## config.mk

```make
export PLATFORM = sky130hd
export DESIGN_NAME = obstacle_avoid_sequencer_unit
export DESIGN_NICKNAME = d
export VERILOG_FILES = /design/src/rtl/core/oas_pkg.sv /design/src/rtl/core/obstacle_avoid_sequencer_unit.sv /design/src/rtl/core/oas_core.sv /design/src/rtl/core/oas_obuf.sv
export SDC_FILE = /design/constraint.sdc
export NUM_CORES = 1
export LEC_CHECK = 0
export BUFFER_PORTS_ARGS = -buffer_cell sky130_fd_sc_hd__clkbuf_2
export CORE_MARGIN = 3
export CORE_UTILIZATION = 45
export DETAILED_ROUTE_END_ITERATION = 16
export PLACE_DENSITY_LB_ADDON = 0.12
export RECOVER_POWER = 50
export SYNTH_ARGS = -nofsm -noshare
export SYNTH_HDL_FRONTEND = slang
export SYNTH_HIERARCHICAL = 1
export SYNTH_SLANG_ARGS = --single-unit
export TNS_END_PERCENT = 10
```

## constraint.sdc

```tcl
create_clock -name clk_i -period 6.15 [get_ports clk_i]
set_input_delay 0.9225 -clock clk_i [delete_from_list [all_inputs] [get_ports clk_i]]
set_output_delay 0.9225 -clock clk_i [all_outputs]
set_load 0.01 [all_outputs]
```

## src/rtl/core/oas_pkg.sv

```systemverilog
`timescale 1ns / 1ps
`default_nettype none

package oas_pkg;

  // Default parameter values
  localparam int unsigned DistBitsDef      = 10;
  localparam int unsigned TurnCountBitsDef = 16;

  // Fixed register field widths
  localparam int unsigned SpeedW   = 8;
  localparam int unsigned LimitW   = 10;
  localparam int unsigned NeededW  = 4;
  localparam int unsigned DelayW   = 8;
  localparam int unsigned AddrW    = 5;
  localparam int unsigned DataW    = 32;

  // Register reset values
  localparam logic [SpeedW-1:0]  DriveSpeedRst     = 8'd125;
  localparam logic [LimitW-1:0]  AlignToleranceRst = 10'd8;
  localparam logic [LimitW-1:0]  NearLimitRst      = 10'd160;
  localparam logic [LimitW-1:0]  ClearLimitRst     = 10'd176;
  localparam logic [NeededW-1:0] ClearNeededRst    = 4'd3;
  localparam logic [DelayW-1:0]  DelayTicksRst     = 8'd10;

  // Register indexes (byte address / 4)
  typedef enum logic [2:0] {
    REG_DRIVE_SPEED     = 3'd0,
    REG_ALIGN_TOLERANCE = 3'd1,
    REG_NEAR_LIMIT      = 3'd2,
    REG_CLEAR_LIMIT     = 3'd3,
    REG_CLEAR_NEEDED    = 3'd4,
    REG_DELAY_TICKS     = 3'd5
  } reg_idx_e;

  // Input actions
  typedef enum logic [1:0] {
    ACT_START  = 2'd0,
    ACT_SAMPLE = 2'd1,
    ACT_TURN   = 2'd2,
    ACT_DELAY  = 2'd3
  } action_e;

  // Maneuver phases
  typedef enum logic [2:0] {
    PH_IDLE   = 3'd0,
    PH_REV    = 3'd1,
    PH_RIGHT  = 3'd2,
    PH_FWD    = 3'd3,
    PH_FDELAY = 3'd4,
    PH_LEFT   = 3'd5
  } phase_e;

  // Configuration register set
  typedef struct packed {
    logic [SpeedW-1:0]  drive_speed;
    logic [LimitW-1:0]  align_tolerance;
    logic [LimitW-1:0]  near_limit;
    logic [LimitW-1:0]  clear_limit;
    logic [NeededW-1:0] clear_needed;
    logic [DelayW-1:0]  delay_ticks;
  } cfg_t;

  // One result transaction
  typedef struct packed {
    logic              left_forward;
    logic              right_forward;
    logic [SpeedW-1:0] left_speed;
    logic [SpeedW-1:0] right_speed;
    phase_e            phase_now;
    logic              finished;
    logic              aborted;
  } result_t;

endpackage

`default_nettype wire

```

## src/rtl/core/obstacle_avoid_sequencer_unit.sv

```systemverilog
// Obstacle-avoidance maneuver sequencer for a two-motor vehicle.
//
// Input channel (in_valid_i / in_stall_o) carries one event per transaction:
// start, sensor sample, turn-timer tick or delay-timer tick, with two
// distances and an emergency-stop flag. Output channel (out_valid_o /
// out_stall_i) returns exactly one result per input: motor directions and
// duty values, the phase after the event, and finished / aborted flags.
// A transaction moves when valid is high and stall is low at a clock edge.
//
// An accepted input's result is registered. One transaction per cycle is
// taken while in_stall_o is low: the phase update is a single
// compare-and-count step between the state registers and the result
// register. When the receiver stalls, one further result is parked in a
// skid stage; in_stall_o rises only once that stage is full.
//
// Reset (rst_ni low, asynchronous) returns to idle with all counters zero,
// empties the output path and loads the register defaults. The user writes
// registers on APB at byte address 4*index while idle; it is unenforced.
`timescale 1ns / 1ps
`default_nettype none

module obstacle_avoid_sequencer_unit
  import oas_pkg::*;
#(
  parameter int unsigned DIST_BITS       = DistBitsDef,
  parameter int unsigned TURN_COUNT_BITS = TurnCountBitsDef
) (
  input  wire logic                 clk_i,
  input  wire logic                 rst_ni,
  // configuration port
  input  wire logic                 psel,
  input  wire logic                 penable,
  input  wire logic                 pwrite,
  input  wire logic [AddrW-1:0]     paddr,
  input  wire logic [DataW-1:0]     pwdata,
  output logic [DataW-1:0]          prdata,
  output logic                      pready,
  // input channel
  input  wire logic                 in_valid_i,
  output logic                      in_stall_o,
  input  wire logic [1:0]           action_i,
  input  wire logic [DIST_BITS-1:0] dist_first_i,
  input  wire logic [DIST_BITS-1:0] dist_second_i,
  input  wire logic                 emergency_stop_i,
  // output channel
  output logic                      out_valid_o,
  input  wire logic                 out_stall_i,
  output logic                      left_forward_o,
  output logic                      right_forward_o,
  output logic [SpeedW-1:0]         left_speed_o,
  output logic [SpeedW-1:0]         right_speed_o,
  output logic [2:0]                phase_now_o,
  output logic                      finished_o,
  output logic                      aborted_o
);

  cfg_t     cfg_q;
  reg_idx_e reg_idx;
  logic     cfg_wr;
  logic     in_fire;
  result_t  res_d, res_q;

  assign pready  = 1'b1;
  assign reg_idx = reg_idx_e'(paddr[AddrW-1:2]);
  assign cfg_wr  = psel && penable && pwrite;

  // Register writes
  always_ff @(posedge clk_i or negedge rst_ni) begin
    if (!rst_ni) begin
      cfg_q.drive_speed     <= DriveSpeedRst;
      cfg_q.align_tolerance <= AlignToleranceRst;
      cfg_q.near_limit      <= NearLimitRst;
      cfg_q.clear_limit     <= ClearLimitRst;
      cfg_q.clear_needed    <= ClearNeededRst;
      cfg_q.delay_ticks     <= DelayTicksRst;
    end else if (cfg_wr) begin
      case (reg_idx)
        REG_DRIVE_SPEED:     cfg_q.drive_speed     <= pwdata[SpeedW-1:0];
        REG_ALIGN_TOLERANCE: cfg_q.align_tolerance <= pwdata[LimitW-1:0];
        REG_NEAR_LIMIT:      cfg_q.near_limit      <= pwdata[LimitW-1:0];
        REG_CLEAR_LIMIT:     cfg_q.clear_limit     <= pwdata[LimitW-1:0];
        REG_CLEAR_NEEDED:    cfg_q.clear_needed    <= pwdata[NeededW-1:0];
        REG_DELAY_TICKS:     cfg_q.delay_ticks     <= pwdata[DelayW-1:0];
        default: ;
      endcase
    end
  end

  // Register reads
  always_comb begin
    case (reg_idx)
      REG_DRIVE_SPEED:     prdata = DataW'(cfg_q.drive_speed);
      REG_ALIGN_TOLERANCE: prdata = DataW'(cfg_q.align_tolerance);
      REG_NEAR_LIMIT:      prdata = DataW'(cfg_q.near_limit);
      REG_CLEAR_LIMIT:     prdata = DataW'(cfg_q.clear_limit);
      REG_CLEAR_NEEDED:    prdata = DataW'(cfg_q.clear_needed);
      REG_DELAY_TICKS:     prdata = DataW'(cfg_q.delay_ticks);
      default:             prdata = '0;
    endcase
  end

  assign in_fire = in_valid_i && !in_stall_o;

  oas_core #(
    .DIST_BITS       (DIST_BITS),
    .TURN_COUNT_BITS (TURN_COUNT_BITS)
  ) u_core (
    .clk_i            (clk_i),
    .rst_ni           (rst_ni),
    .fire_i           (in_fire),
    .cfg_i            (cfg_q),
    .action_i         (action_i),
    .dist_first_i     (dist_first_i),
    .dist_second_i    (dist_second_i),
    .emergency_stop_i (emergency_stop_i),
    .result_o         (res_d)
  );

  oas_obuf u_obuf (
    .clk_i       (clk_i),
    .rst_ni      (rst_ni),
    .in_valid_i  (in_valid_i),
    .in_stall_o  (in_stall_o),
    .data_i      (res_d),
    .out_valid_o (out_valid_o),
    .out_stall_i (out_stall_i),
    .data_o      (res_q)
  );

  // Unpack the result transaction
  assign left_forward_o  = res_q.left_forward;
  assign right_forward_o = res_q.right_forward;
  assign left_speed_o    = res_q.left_speed;
  assign right_speed_o   = res_q.right_speed;
  assign phase_now_o     = res_q.phase_now;
  assign finished_o      = res_q.finished;
  assign aborted_o       = res_q.aborted;

endmodule

`default_nettype wire

```

## src/rtl/core/oas_core.sv

```systemverilog
`timescale 1ns / 1ps
`default_nettype none

module oas_core
  import oas_pkg::*;
#(
  parameter int unsigned DIST_BITS       = DistBitsDef,
  parameter int unsigned TURN_COUNT_BITS = TurnCountBitsDef
) (
  input  wire logic                 clk_i,
  input  wire logic                 rst_ni,
  input  wire logic                 fire_i,
  input  wire cfg_t                 cfg_i,
  input  wire logic [1:0]           action_i,
  input  wire logic [DIST_BITS-1:0] dist_first_i,
  input  wire logic [DIST_BITS-1:0] dist_second_i,
  input  wire logic                 emergency_stop_i,
  output result_t                   result_o
);

  localparam int unsigned CmpW = (DIST_BITS > LimitW) ? DIST_BITS : LimitW;

  phase_e                     phase_q, phase_d;
  logic [TURN_COUNT_BITS-1:0] turn_ticks_q, turn_ticks_d;
  logic [NeededW-1:0]         clear_run_q, clear_run_d;
  logic [DelayW-1:0]          delay_cnt_q, delay_cnt_d;

  logic [CmpW-1:0]            d1_w, d2_w, diff_w;
  logic [TURN_COUNT_BITS-1:0] turn_inc, turn_dec;
  logic [NeededW-1:0]         clear_inc;
  logic [DelayW-1:0]          delay_inc;
  logic                       delay_done, aligned, is_clear;
  logic                       done, abort;
  action_e                    act;

  // Distance compares at a common width
  assign d1_w       = CmpW'(dist_first_i);
  assign d2_w       = CmpW'(dist_second_i);
  assign diff_w     = (d1_w >= d2_w) ? (d1_w - d2_w) : (d2_w - d1_w);
  assign aligned    = (diff_w <= CmpW'(cfg_i.align_tolerance)) &&
                      (d1_w < CmpW'(cfg_i.near_limit));
  assign is_clear   = (d1_w >= CmpW'(cfg_i.clear_limit));

  assign turn_inc   = turn_ticks_q + TURN_COUNT_BITS'(1);
  assign turn_dec   = turn_ticks_q - TURN_COUNT_BITS'(1);
  assign clear_inc  = clear_run_q + NeededW'(1);
  assign delay_inc  = delay_cnt_q + DelayW'(1);
  assign delay_done = (delay_inc >= cfg_i.delay_ticks);
  assign act        = action_e'(action_i);

  // Next state for one transaction
  always_comb begin
    phase_d      = phase_q;
    turn_ticks_d = turn_ticks_q;
    clear_run_d  = clear_run_q;
    delay_cnt_d  = delay_cnt_q;
    done         = 1'b0;
    abort        = 1'b0;
    if (emergency_stop_i) begin
      if (phase_q inside {PH_REV, PH_RIGHT, PH_FWD, PH_FDELAY, PH_LEFT}) begin
        phase_d = PH_IDLE;
        abort   = 1'b1;
      end
    end else begin
      case (phase_q)
        PH_REV: begin
          if (act == ACT_DELAY) begin
            delay_cnt_d = delay_inc;
            if (delay_done) begin
              turn_ticks_d = '0;
              phase_d      = PH_RIGHT;
            end
          end
        end
        PH_RIGHT: begin
          if (act == ACT_TURN) begin
            turn_ticks_d = turn_inc;
          end else if (act == ACT_SAMPLE && aligned) begin
            clear_run_d = '0;
            phase_d     = PH_FWD;
          end
        end
        PH_FWD: begin
          if (act == ACT_SAMPLE) begin
            if (is_clear) begin
              clear_run_d = clear_inc;
              if (clear_inc >= cfg_i.clear_needed) begin
                clear_run_d = '0;
                delay_cnt_d = '0;
                if (cfg_i.delay_ticks != '0) begin
                  phase_d = PH_FDELAY;
                end else if (turn_ticks_q == '0) begin
                  phase_d = PH_IDLE;
                  done    = 1'b1;
                end else begin
                  phase_d = PH_LEFT;
                end
              end
            end else begin
              clear_run_d = '0;
            end
          end
        end
        PH_FDELAY: begin
          if (act == ACT_DELAY) begin
            delay_cnt_d = delay_inc;
            if (delay_done) begin
              if (turn_ticks_q == '0) begin
                phase_d = PH_IDLE;
                done    = 1'b1;
              end else begin
                phase_d = PH_LEFT;
              end
            end
          end
        end
        PH_LEFT: begin
          if (act == ACT_TURN) begin
            turn_ticks_d = turn_dec;
            if (turn_dec == '0) begin
              phase_d = PH_IDLE;
              done    = 1'b1;
            end
          end
        end
        default: begin
          phase_d = PH_IDLE;
          if (act == ACT_START) begin
            delay_cnt_d = '0;
            if (cfg_i.delay_ticks == '0) begin
              turn_ticks_d = '0;
              phase_d      = PH_RIGHT;
            end else begin
              phase_d = PH_REV;
            end
          end
        end
      endcase
    end
  end

  // Motor drive from the phase after this transaction
  always_comb begin
    result_o.phase_now   = phase_d;
    result_o.finished    = done;
    result_o.aborted     = abort;
    result_o.left_speed  = cfg_i.drive_speed;
    result_o.right_speed = cfg_i.drive_speed;
    case (phase_d)
      PH_REV: begin
        result_o.left_forward  = 1'b0;
        result_o.right_forward = 1'b0;
      end
      PH_RIGHT: begin
        result_o.left_forward  = 1'b1;
        result_o.right_forward = 1'b0;
      end
      PH_FWD, PH_FDELAY: begin
        result_o.left_forward  = 1'b1;
        result_o.right_forward = 1'b1;
      end
      PH_LEFT: begin
        result_o.left_forward  = 1'b0;
        result_o.right_forward = 1'b1;
      end
      default: begin
        result_o.left_forward  = 1'b1;
        result_o.right_forward = 1'b1;
        result_o.left_speed    = '0;
        result_o.right_speed   = '0;
      end
    endcase
  end

  // Advance state on each accepted transaction
  always_ff @(posedge clk_i or negedge rst_ni) begin
    if (!rst_ni) begin
      phase_q      <= PH_IDLE;
      turn_ticks_q <= '0;
      clear_run_q  <= '0;
      delay_cnt_q  <= '0;
    end else if (fire_i) begin
      phase_q      <= phase_d;
      turn_ticks_q <= turn_ticks_d;
      clear_run_q  <= clear_run_d;
      delay_cnt_q  <= delay_cnt_d;
    end
  end

  // The left turn is only ever held with ticks left to unwind
  a_left_has_ticks: assert property (@(posedge clk_i) disable iff (!rst_ni)
    (phase_q == PH_LEFT) |-> (turn_ticks_q != '0))
    else $error("left turn with zero turn count");

  // A finished maneuver lands in idle
  a_done_idle: assert property (@(posedge clk_i) disable iff (!rst_ni)
    fire_i && done |=> (phase_q == PH_IDLE))
    else $error("finish did not return to idle");

  // An abort only comes from an active maneuver and ends it
  a_abort_idle: assert property (@(posedge clk_i) disable iff (!rst_ni)
    fire_i && abort |-> (phase_q != PH_IDLE) && !done ##1 (phase_q == PH_IDLE))
    else $error("abort from idle or not returning to idle");

endmodule

`default_nettype wire

```

## src/rtl/core/oas_obuf.sv

```systemverilog
`timescale 1ns / 1ps
`default_nettype none

module oas_obuf
  import oas_pkg::*;
(
  input  wire logic    clk_i,
  input  wire logic    rst_ni,
  input  wire logic    in_valid_i,
  output logic         in_stall_o,
  input  wire result_t data_i,
  output logic         out_valid_o,
  input  wire logic    out_stall_i,
  output result_t      data_o
);

  logic    out_valid_q, skid_valid_q;
  result_t out_q, skid_q;
  logic    accept, out_fire, slot_free;

  assign in_stall_o  = skid_valid_q;
  assign accept      = in_valid_i && !skid_valid_q;
  assign out_fire    = out_valid_q && !out_stall_i;
  assign slot_free   = out_fire || !out_valid_q;
  assign out_valid_o = out_valid_q;
  assign data_o      = out_q;

  // Valid flags: output register first, skid stage behind it
  always_ff @(posedge clk_i or negedge rst_ni) begin
    if (!rst_ni) begin
      out_valid_q  <= 1'b0;
      skid_valid_q <= 1'b0;
    end else if (slot_free) begin
      out_valid_q  <= skid_valid_q || accept;
      skid_valid_q <= 1'b0;
    end else if (accept) begin
      skid_valid_q <= 1'b1;
    end
  end

  // Payload moves, no reset
  always_ff @(posedge clk_i) begin
    if (slot_free) begin
      if (skid_valid_q) begin
        out_q <= skid_q;
      end else if (accept) begin
        out_q <= data_i;
      end
    end else if (accept) begin
      skid_q <= data_i;
    end
  end

  // The skid stage only fills behind a held output
  a_skid_behind_out: assert property (@(posedge clk_i) disable iff (!rst_ni)
    skid_valid_q |-> out_valid_q)
    else $error("skid stage full with output register empty");

  // A drained skid entry moves into the output register
  a_skid_drain: assert property (@(posedge clk_i) disable iff (!rst_ni)
    skid_valid_q && out_fire |=> out_valid_q && !skid_valid_q)
    else $error("skid entry lost on drain");

  // A stalled result holds its payload
  a_hold_stalled: assert property (@(posedge clk_i) disable iff (!rst_ni)
    out_valid_q && out_stall_i |=> out_valid_q && $stable(out_q))
    else $error("stalled result changed");

endmodule

`default_nettype wire
```

; Word level (Yosys, flattened, before mapping)
; Cells that the tools add are included.
[classes]
n_mul = 0
reduce_logical = 39
mux = 58
n_div = 0
magnitude_cmp = 6
bitwise_logic = 4
addsub = 6
n_eq_ne = 28
shifts = 0
[ops]
columns = cell, count
row1 = two-way mux 16 bit, 7
row2 = case mux 16 bit (4 select lines), 1
row3 = case mux 10 bit (6 select lines), 1
row4 = two-way mux 3 bit, 16
row5 = two-way mux 23 bit, 2
row6 = two-way mux 8 bit, 5
row7 = zero test 16 bit, 2
row8 = case mux 8 bit (3 select lines), 1
row9 = greater-or-equal comparator 10 bit, 2
row10 = two-way mux 4 bit, 5
row11 = subtractor 10 bit, 2
row12 = == test 3 x 2 -> 1 bit (second input constant), 6
row13 = == test 3 bit (second input constant), 6
row14 = adder 16 x 1 -> 16 bit (second input constant), 1
row15 = AND reduction 2 bit, 8
row16 = subtractor 16 x 1 -> 16 bit (second input constant), 1
row17 = case mux 3 bit (5 select lines), 1
row18 = two-way mux 1 bit, 14
row19 = != test 2 bit (second input constant), 7
row20 = less-or-equal comparator 10 bit, 1
row21 = < comparator 10 bit, 1
row22 = two-way mux 10 bit, 1
row23 = == test 3 x 1 -> 1 bit (second input constant), 3
row24 = AND reduction 9 bit, 1
row25 = other kinds (27), 46
[totals]
inputBits = 67
ff_bits = 129
latchBits = 0
ram_bits = 0
mem_bits_ro = 0
mem_count = 0

; Depth between registers and ports, before layout
; Gate-level depths: netlist (run 1).
[logic_depth]
ltp_word = 14
depth_mapped = 24
depth_no_buf = 22

; Modules after synthesis
; The synthesis (run 1) kept the hierarchy.
[modules_own_cells]
columns = module, cells_per_inst, instances, area_per_inst_um2
row1 = oas_core, 611, 1, 4638.2
row2 = obstacle_avoid_sequencer_unit, 198, 1, 2563.7
row3 = oas_obuf, 78, 1, 1830.5

; Least setup slack after synthesis (run 1)
; Ideal clock, no wire load.
[synth_timing]
path_type = input port to flip-flop
startpoint = in dist_first_i[3]
endpoint = reg u_obuf.out_q, in the netlist u_obuf/data_o[13], data pin
arrival_time_ns = 5.017
setup_slack_ns = 0.872
path_stages = 23
n_path_buf = 3
setup_time_ns = 0.260
cell_sequence = inv_1 > ha_1 > clkbuf_1 > a41o_1 > a21oi_1 > o21ai_0 > a21oi_1 > nor2_1 > buf_1 > inv_1 > a222oi_1 > xnor2_1 > ha_1 > and3_1 > nand3_1 > a2bb2oi_1 > a221oi_1 > nand2_1 > a41oi_4 > a221o_1 > and2_1 > buf_4 > mux2_4
[synth_rtl]
columns = element, line_no
row1 = start: declaration, obstacle_avoid_sequencer_unit.sv:42  ; input wire logic [DIST_BITS-1:0] dist_first_i,
row2 = end signal: assignment, oas_obuf.sv:45  ; out_q <= skid_q;
row3 = end signal: assignment, oas_obuf.sv:47  ; out_q <= data_i;
row4 = end: declaration, oas_obuf.sv:18  ; result_t out_q, skid_q;

==> impl_metrics.tcl, run 1 <==
set metrics [dict create \
    die_area_sq_um 21800 \
    synth_edf_count 46 \
    slew_headroom_pct -120 \
    die_x_um 148 \
    grt_overflow 0 \
    cp-end-kind "flip-flop" \
    maxSlewViolCount 115 \
    die_y_um 148 \
    drc_errors 0 \
    nFillCells 1874 \
    synth_area_per_cell_sq_um 10.2 \
    placementRows 51 \
    pwr-share-clk_pct 33.1 \
    viasPerCell 5.43 \
    timing.final.crit_share_pct 90.6 \
    ff_latch_area_sq_um 3480 \
    syn_area_sq_um 9030 \
    cts_made_buffers 17 \
    drt-initial-drc-count 413 \
    num_vias 6633 \
    cp-start-kind "input port" \
    hold_viol 0 \
    internal_power_w 0.00200 \
    postCtsSetupBuffers 0 \
    dpl.cell_count 1190 \
    io_buffers 77 \
    p_sw_w 0.00103 \
    crit_path_max_fanout 8 \
    stdcell_area_sq_um 10000 \
    h-tree-depth 4 \
    ant_nets 0 \
    start_util_pct 46.1 \
    maxCapViolations 3 \
    p_per_area_nw_per_um2 302 \
    r2r_cells 12 \
    rr_endpoint "u_obuf/data_o[20]$_DFFE_PP_" \
    ys_async_sr_fraction_pct 64.3 \
    status "finished, violations left" \
    yosysUniqueCellTypes 78 \
    violations "max-capacitance violations, max-slew violations" \
    yosys_warnings 6 \
    antenna_found_initial 0 \
    critPathLaunch "dist_first_i[0]" \
    power_w 0.00303 \
    tns_ps 0 \
    regToRegStartpoint "u_core/turn_ticks_q[0]$_DFFE_PN0P_" \
    grt_pass1_wl_mm 33.2 \
    min_period_ps 5570 \
    seq_power_share_pct 38.3 \
    yosysSeqAreaShare_pct 38.5 \
    diodes 0 \
    cp.arrival_ps 5860 \
    fin_nets 1079 \
    finalClockSkew_ps 10.1 \
    required_ps 6430 \
    placed_area_sq_um 9480 \
    crit_end "u_obuf/data_o[20]$_DFFE_PP_" \
    drive_gt1_share_pct 21.8 \
    tritoncts "done" \
    first_global_vias 6315 \
    combPwrFrac_pct 28.7 \
    grt_max_degree 62 \
    clock_latency_ps 420 \
    holdPathStages 2 \
    synthCells 887 \
    r2r_slack_ps 2000 \
    clockRootBuffer "clkbuf_16" \
    switching_share_pct 33.9 \
    core_area_sq_um 19600 \
    num_io_pins 125 \
    clock_path_buffers 2 \
    postCtsResizedCells 0 \
    ys_ff_latch 129 \
    wl_mm 20.1 \
    peakVddDrop_v 0.000164 \
    final-setup-viol-count 0 \
    path_class "input port to flip-flop" \
    wire_per_inst_um 16.4 \
    area_growth_pct 10.9 \
    fmax_mhz 179 \
    track_usage_pct 19.0 \
    finalNonFillerCells 1222 \
    dpl.hpwl_mm 14.8 \
    tightestPinTransition_ps 3300 \
    synthFlopType "dfrtp_1" \
    multiInputGateArea_sq_um 4910 \
    p_leak_nw 4.42 \
    rsz0062_at_grt "no" \
    holdCritPathClass "flip-flop to flip-flop" \
    clkSlewWorstSetupHoldPaths_ps 60 \
    dr.pass1.iters 6 \
    cts_sinks 129 \
    postCtsHoldBufs 0 \
    gp_congestion 0.853 \
]
## cells by family after synthesis
family          count (synthesis)  synth area share (%)
buf+inv                       145                  7.95
xor+xnor                       23                  2.23
compound gates                212                  16.0
simple gates                  212                  13.0
other cells                     2                0.0831
mux                            96                  12.6
fa+ha+maj                      68                  9.59
flops                         129                  38.5
## cells in the final DEF, fill, tap and decap left out, types with 6 or more instances in the layout
master	count
inv_1	75
mux2_2	68
dfrtp_1	67
ha_1	66
clkbuf_2	52
o21ai_0	48
a21oi_1	46
edfxtp_1	46
nand2_1	41
nor2_1	39
clkbuf_1	27
conb_1	23
and3_1	18
clkbuf_16	17
dfstp_2	16
mux2_4	16
a21o_1	15
nand3_1	15
xnor2_1	15
nor3_1	14
o31ai_1	14
nand2b_1	11
nor2b_1	10
mux2i_1	10
o22ai_1	10
a22oi_1	9
inv_6	9
nor4_1	9
or4_1	9
and2_1	9
a22o_1	8
nand4_1	8
buf_4	8
xor2_1	8
o21bai_1	8
a31oi_1	7
a211o_1	6
## critical path, cell delays in order
cell	delay (ps)
clkbuf_2	100
inv_1	80
ha_1	140
inv_1	60
fa_1	380
a21o_1	180
a21oi_1	220
o21ai_0	180
a21oi_1	270
nor2_1	180
a2111oi_0	370
a31oi_1	90
xor2_1	170
ha_1	290
and3_1	210
a221oi_1	250
o2111ai_1	150
a221oi_1	380
buf_4	190
nand2_1	90
a41oi_4	240
a221o_1	190
buf_4	140
and2_1	210
mux2_2	180
## flip-flops by register name, indices dropped and copies added (netlist names)
register             cells
cfg_q                   50
u_core/clear_run_q       4
u_core/delay_cnt_q       8
u_core/phase_q           3
u_core/turn_ticks_q     16
u_obuf/data_o           23
u_obuf/in_stall_o        1
u_obuf/out_valid_o       1
u_obuf/skid_q           23
## area by class of cell
| class | count | area share (%) |
|---|---|---|
| multi-input combinational | 634 | 49.1 |
| sequential | 129 | 34.7 |
| clock buffer | 17 | 4.25 |
| timing repair buffer | 87 | 4.21 |
| tap | 265 | 3.31 |
| inverter | 75 | 2.81 |
| clock inverter | 15 | 1.62 |
## power by group through the flow
| stage | sequential [W] | clock (W) | combinational, W |
|---|---|---|---|
| after floorplan | 0.00112 | 0 | 0.000699 |
| after global placement | 0.00117 | 0 | 0.000863 |
| after detailed placement | 0.00117 | 0 | 0.000875 |
| after CTS | 0.00116 | 0.00102 | 0.000879 |
| after global routing | 0.00118 | 0.00106 | 0.000987 |
| final | 0.00116 | 0.00100 | 0.000868 |
## metal layers
layer  global-route usage, %  wire (um)
met3                    3.25        737
met2                    29.6       9340
met1                    27.2       9760
met5                       0          0
met4                    5.59        226
## cells in the mapped netlist (4+ instances only)
library cell  number  area share [%]
a211o_1            6            0.58
a211oi_1           5            0.42
a21o_1            15             1.2
a21oi_1           46             2.5
a221oi_1           5            0.48
a22o_1             8            0.78
a22oi_1            9            0.75
a31oi_1            7            0.48
and2_1             9            0.62
and3_1            18             1.2
buf_2              9            0.50
buf_4             33             2.7
clkbuf_1          21            0.87
dfrtp_1           67              19
dfstp_2           16             4.7
edfxtp_1          46              15
ha_1              66             9.1
inv_1             75             3.1
mux2_2            69             8.6
mux2_4            16             2.7
mux2i_1           10             1.1
nand2_1           41             1.7
nand2b_1          11            0.76
nand3_1           15            0.83
nand4_1            8            0.55
nor2_1            39             1.6
nor2b_1           10            0.69
nor3_1            14            0.78
nor3b_1            4            0.33
nor4_1             9            0.62
o21ai_0           48             2.7
o21bai_1           8            0.66
o22ai_1           10            0.69
o31ai_1           14             1.2
or3_1              5            0.35
or4_1              9            0.75
or4b_2             4            0.44
xnor2_1           15             1.5
xor2_1             8            0.78
## through the flow
stage / utilization, % / hold WS [ps] / worst slack (ps)
after floorplan: - / 465 / 872
after global placement: 48.4 / 490 / 171
after detailed placement: 48.4 / 498 / 155
after CTS: 51.4 / 395 / 584
after global routing: 51.1 / 537 / 118
final: 51.1 / 505 / 576
## worst min path at each step
stage                                              startpoint                                   to
after CTS                                              rst_ni   u_core/turn_ticks_q[9]$_DFFE_PN0P_
after floorplan           u_core/turn_ticks_q[15]$_DFFE_PN0P_  u_core/turn_ticks_q[15]$_DFFE_PN0P_
after detailed placement    u_core/clear_run_q[3]$_DFFE_PN0P_    u_core/clear_run_q[3]$_DFFE_PN0P_
after global routing        u_core/clear_run_q[3]$_DFFE_PN0P_    u_core/clear_run_q[3]$_DFFE_PN0P_
after global placement      u_core/clear_run_q[3]$_DFFE_PN0P_    u_core/clear_run_q[3]$_DFFE_PN0P_
final                       u_core/clear_run_q[3]$_DFFE_PN0P_    u_core/clear_run_q[3]$_DFFE_PN0P_
No activity file was read; power rests on OpenSTA's default activity.
==> run 2: changes to the inputs <==
--- a/config.mk
+++ b/config.mk
@@ -9,7 +9,7 @@
 export CORE_MARGIN = 3
 export CORE_UTILIZATION = 45
 export DETAILED_ROUTE_END_ITERATION = 16
-export PLACE_DENSITY_LB_ADDON = 0.12
+export PLACE_DENSITY = 0.67
 export RECOVER_POWER = 50
 export SYNTH_ARGS = -nofsm -noshare
 export SYNTH_HDL_FRONTEND = slang
==> constraint.sdc (replaced) <==
create_clock -name clk_i -period 5.9 [get_ports clk_i]
set_input_delay 0.885 -clock clk_i [delete_from_list [all_inputs] [get_ports clk_i]]
set_output_delay 0.885 -clock clk_i [all_outputs]
set_load 0.01 [all_outputs]
==> run 2 against run 1 <==
Worst setup slack got worse by 140 ps; the run still ends with max-capacitance violations, max-slew violations left; flip-flop and latch count is the same; sequential power is 4% higher.
==> impl_metrics.tcl, run 2 (synthesis results as in run 1) <==
set metrics [dict create \
    status "finished, violations left" \
    violations "max-capacitance violations, max-slew violations" \
    wl_mm 19.5 \
    cts_made_buffers 17 \
    tns_ps 0 \
    nFillCells 1819 \
    finalClockSkew_ps 10.9 \
    fin_nets 1078 \
    cp.arrival_ps 5750 \
    r2r_slack_ps 1820 \
    viasPerCell 5.50 \
    final_cell_mix "75 x inv_1, 68 x mux2_2, 67 x dfrtp_1" \
    core_area_sq_um 19600 \
    finalNonFillerCells 1221 \
    placed_area_sq_um 9470 \
    grt_overflow 0 \
    maxCapViolations 3 \
    slowest_delay_ps 380 \
    clockRootBuffer "clkbuf_16" \
    postCtsHoldBufs 0 \
    dpl.cell_count 1189 \
    cp-start-kind "input port" \
    r2r_cells 11 \
    hp-start "u_core/clear_run_q[3]$_DFFE_PN0P_" \
    first_global_vias 6380 \
    cp-end-kind "flip-flop" \
    drive_gt1_share_pct 21.5 \
    rsz0062_at_grt "no" \
    setup_ws_ps 436 \
    post-place-ws_ps 33.0 \
    clock_path_buffers 2 \
    tritoncts "done" \
    slew_headroom_pct -151 \
    utilization_pct 51.1 \
    clkSlewWorstSetupHoldPaths_ps 60 \
    top_register "cfg_q" \
    maxSlewViolCount 124 \
    die_x_um 148 \
    hold_viol 0 \
    tightestPinTransition_ps 3770 \
    p_per_area_nw_per_um2 320 \
    grt_max_degree 71 \
    slowest_stage "fa_1" \
    crit_path_max_fanout 8 \
    die_y_um 148 \
    num_io_pins 125 \
    area_growth_pct 10.9 \
    num_vias 6719 \
    start_util_pct 46.1 \
    h-tree-depth 4 \
    multiInputGateArea_sq_um 4900 \
    peakVddDrop_v 0.000147 \
    final-setup-viol-count 0 \
    cts_sinks 129 \
    drc_errors 0 \
    diodes 0 \
    track_usage_pct 18.3 \
    dpl.hpwl_mm 14.4 \
    postCtsSetupBuffers 0 \
    ff_latch_area_sq_um 3480 \
    antenna_found_initial 0 \
    holdPathStages 2 \
    dr.pass1.iters 5 \
    io_buffers 77 \
    rr_endpoint "u_obuf/data_o[18]$_DFFE_PP_" \
    min_period_ps 5460 \
    timing.final.crit_share_pct 92.6 \
    path_cells "clkbuf_2 -> inv_1 -> ha_1 -> inv_1 -> fa_1 -> a21o_1 -> a21oi_1 -> o21ai_0 -> a21oi_1 -> nor2_1 -> a2111oi_0 -> a31oi_1 -> xor2_1 -> ha_1 -> and3_1 -> a221oi_1 -> o2111ai_1 -> a221oi_1 -> buf_4 -> nand2_1 -> a41oi_4 -> a221o_1 -> and2_1 -> mux2_2" \
    path_class "input port to flip-flop" \
    stdcell_area_sq_um 10000 \
    largest_register_ffs 50 \
    placementRows 51 \
    grt_pass1_wl_mm 32.4 \
    wire_per_inst_um 16.0 \
    holdCritPathClass "flip-flop to flip-flop" \
    drt-initial-drc-count 407 \
    final_common_cell "inv_1" \
    regToRegStartpoint "u_core/turn_ticks_q[0]$_DFFE_PN0P_" \
    postCtsResizedCells 0 \
    required_ps 6190 \
    critPathLaunch "dist_first_i[0]" \
    ant_nets 0 \
    holdPathEnd "u_core/clear_run_q[3]$_DFFE_PN0P_" \
    clock_latency_ps 420 \
    gp_congestion 0.873 \
    p_leak_nw 4.41 \
    fmax_mhz 183 \
    die_area_sq_um 21800 \
]
run 2: per-stage QoR:
stage | hold WS (ps) | power [W]
6_report | 513 | 0.00320
5_1_grt | 553 | 0.00340
3_3_place_gp | 482 | 0.00210
4_1_cts | 306 | 0.00323
2_1_floorplan | 465 | 0.00190
3_5_place_dp | 499 | 0.00213
run 2: per-layer routing:
metal	track usage, %	vias up	wire (um)
li1	-	3320	-
met1	25.6	3218	9250
met2	29.4	150	9050
met3	2.94	31	823
met4	5.87	0	366
met5	0	-	0
run 2: cell type report:
class	instances	share of cell area (%)
sequential	129	34.7
multi-input combinational	634	48.9
clock inverter	15	1.85
tap	265	3.31
timing repair buffer	86	4.12
clock buffer	17	4.25
inverter	75	2.81
run 2: where the power goes:
part           leakage, nW  total [W]  switching, W  internal, W
clock                0.300    0.00109      0.000447     0.000646
sequential            1.49    0.00121      0.000127      0.00108
combinational         2.62   0.000902      0.000494     0.000408
total                 4.41    0.00320       0.00107      0.00213
run 2: how the worst max path moves through the flow:
stage / endpoint / slack (ps) / depth (start not counted)
floorplan: u_obuf/data_o[13]$_DFFE_PP_ / 660 / 23
global placement: u_obuf/data_o[17]$_DFFE_PP_ / 130 / 24
detailed placement: u_obuf/data_o[7]$_DFFE_PP_ / 30 / 24
CTS: u_obuf/data_o[18]$_DFFE_PP_ / 460 / 24
global route: u_obuf/data_o[10]$_DFFE_PP_ / 20 / 24
finish: u_obuf/data_o[19]$_DFFE_PP_ / 440 / 24
run 2: critical path, delay by kind of cell:
family | cells | cell delay (ps)
and+or+nand+nor | 4 | 660
muxes | 1 | 170
buffers and inverters | 4 | 440
adders and majority gates | 3 | 810
xor gates and xnor gates | 1 | 160
AOI/OAI and AO/OA | 11 | 2630
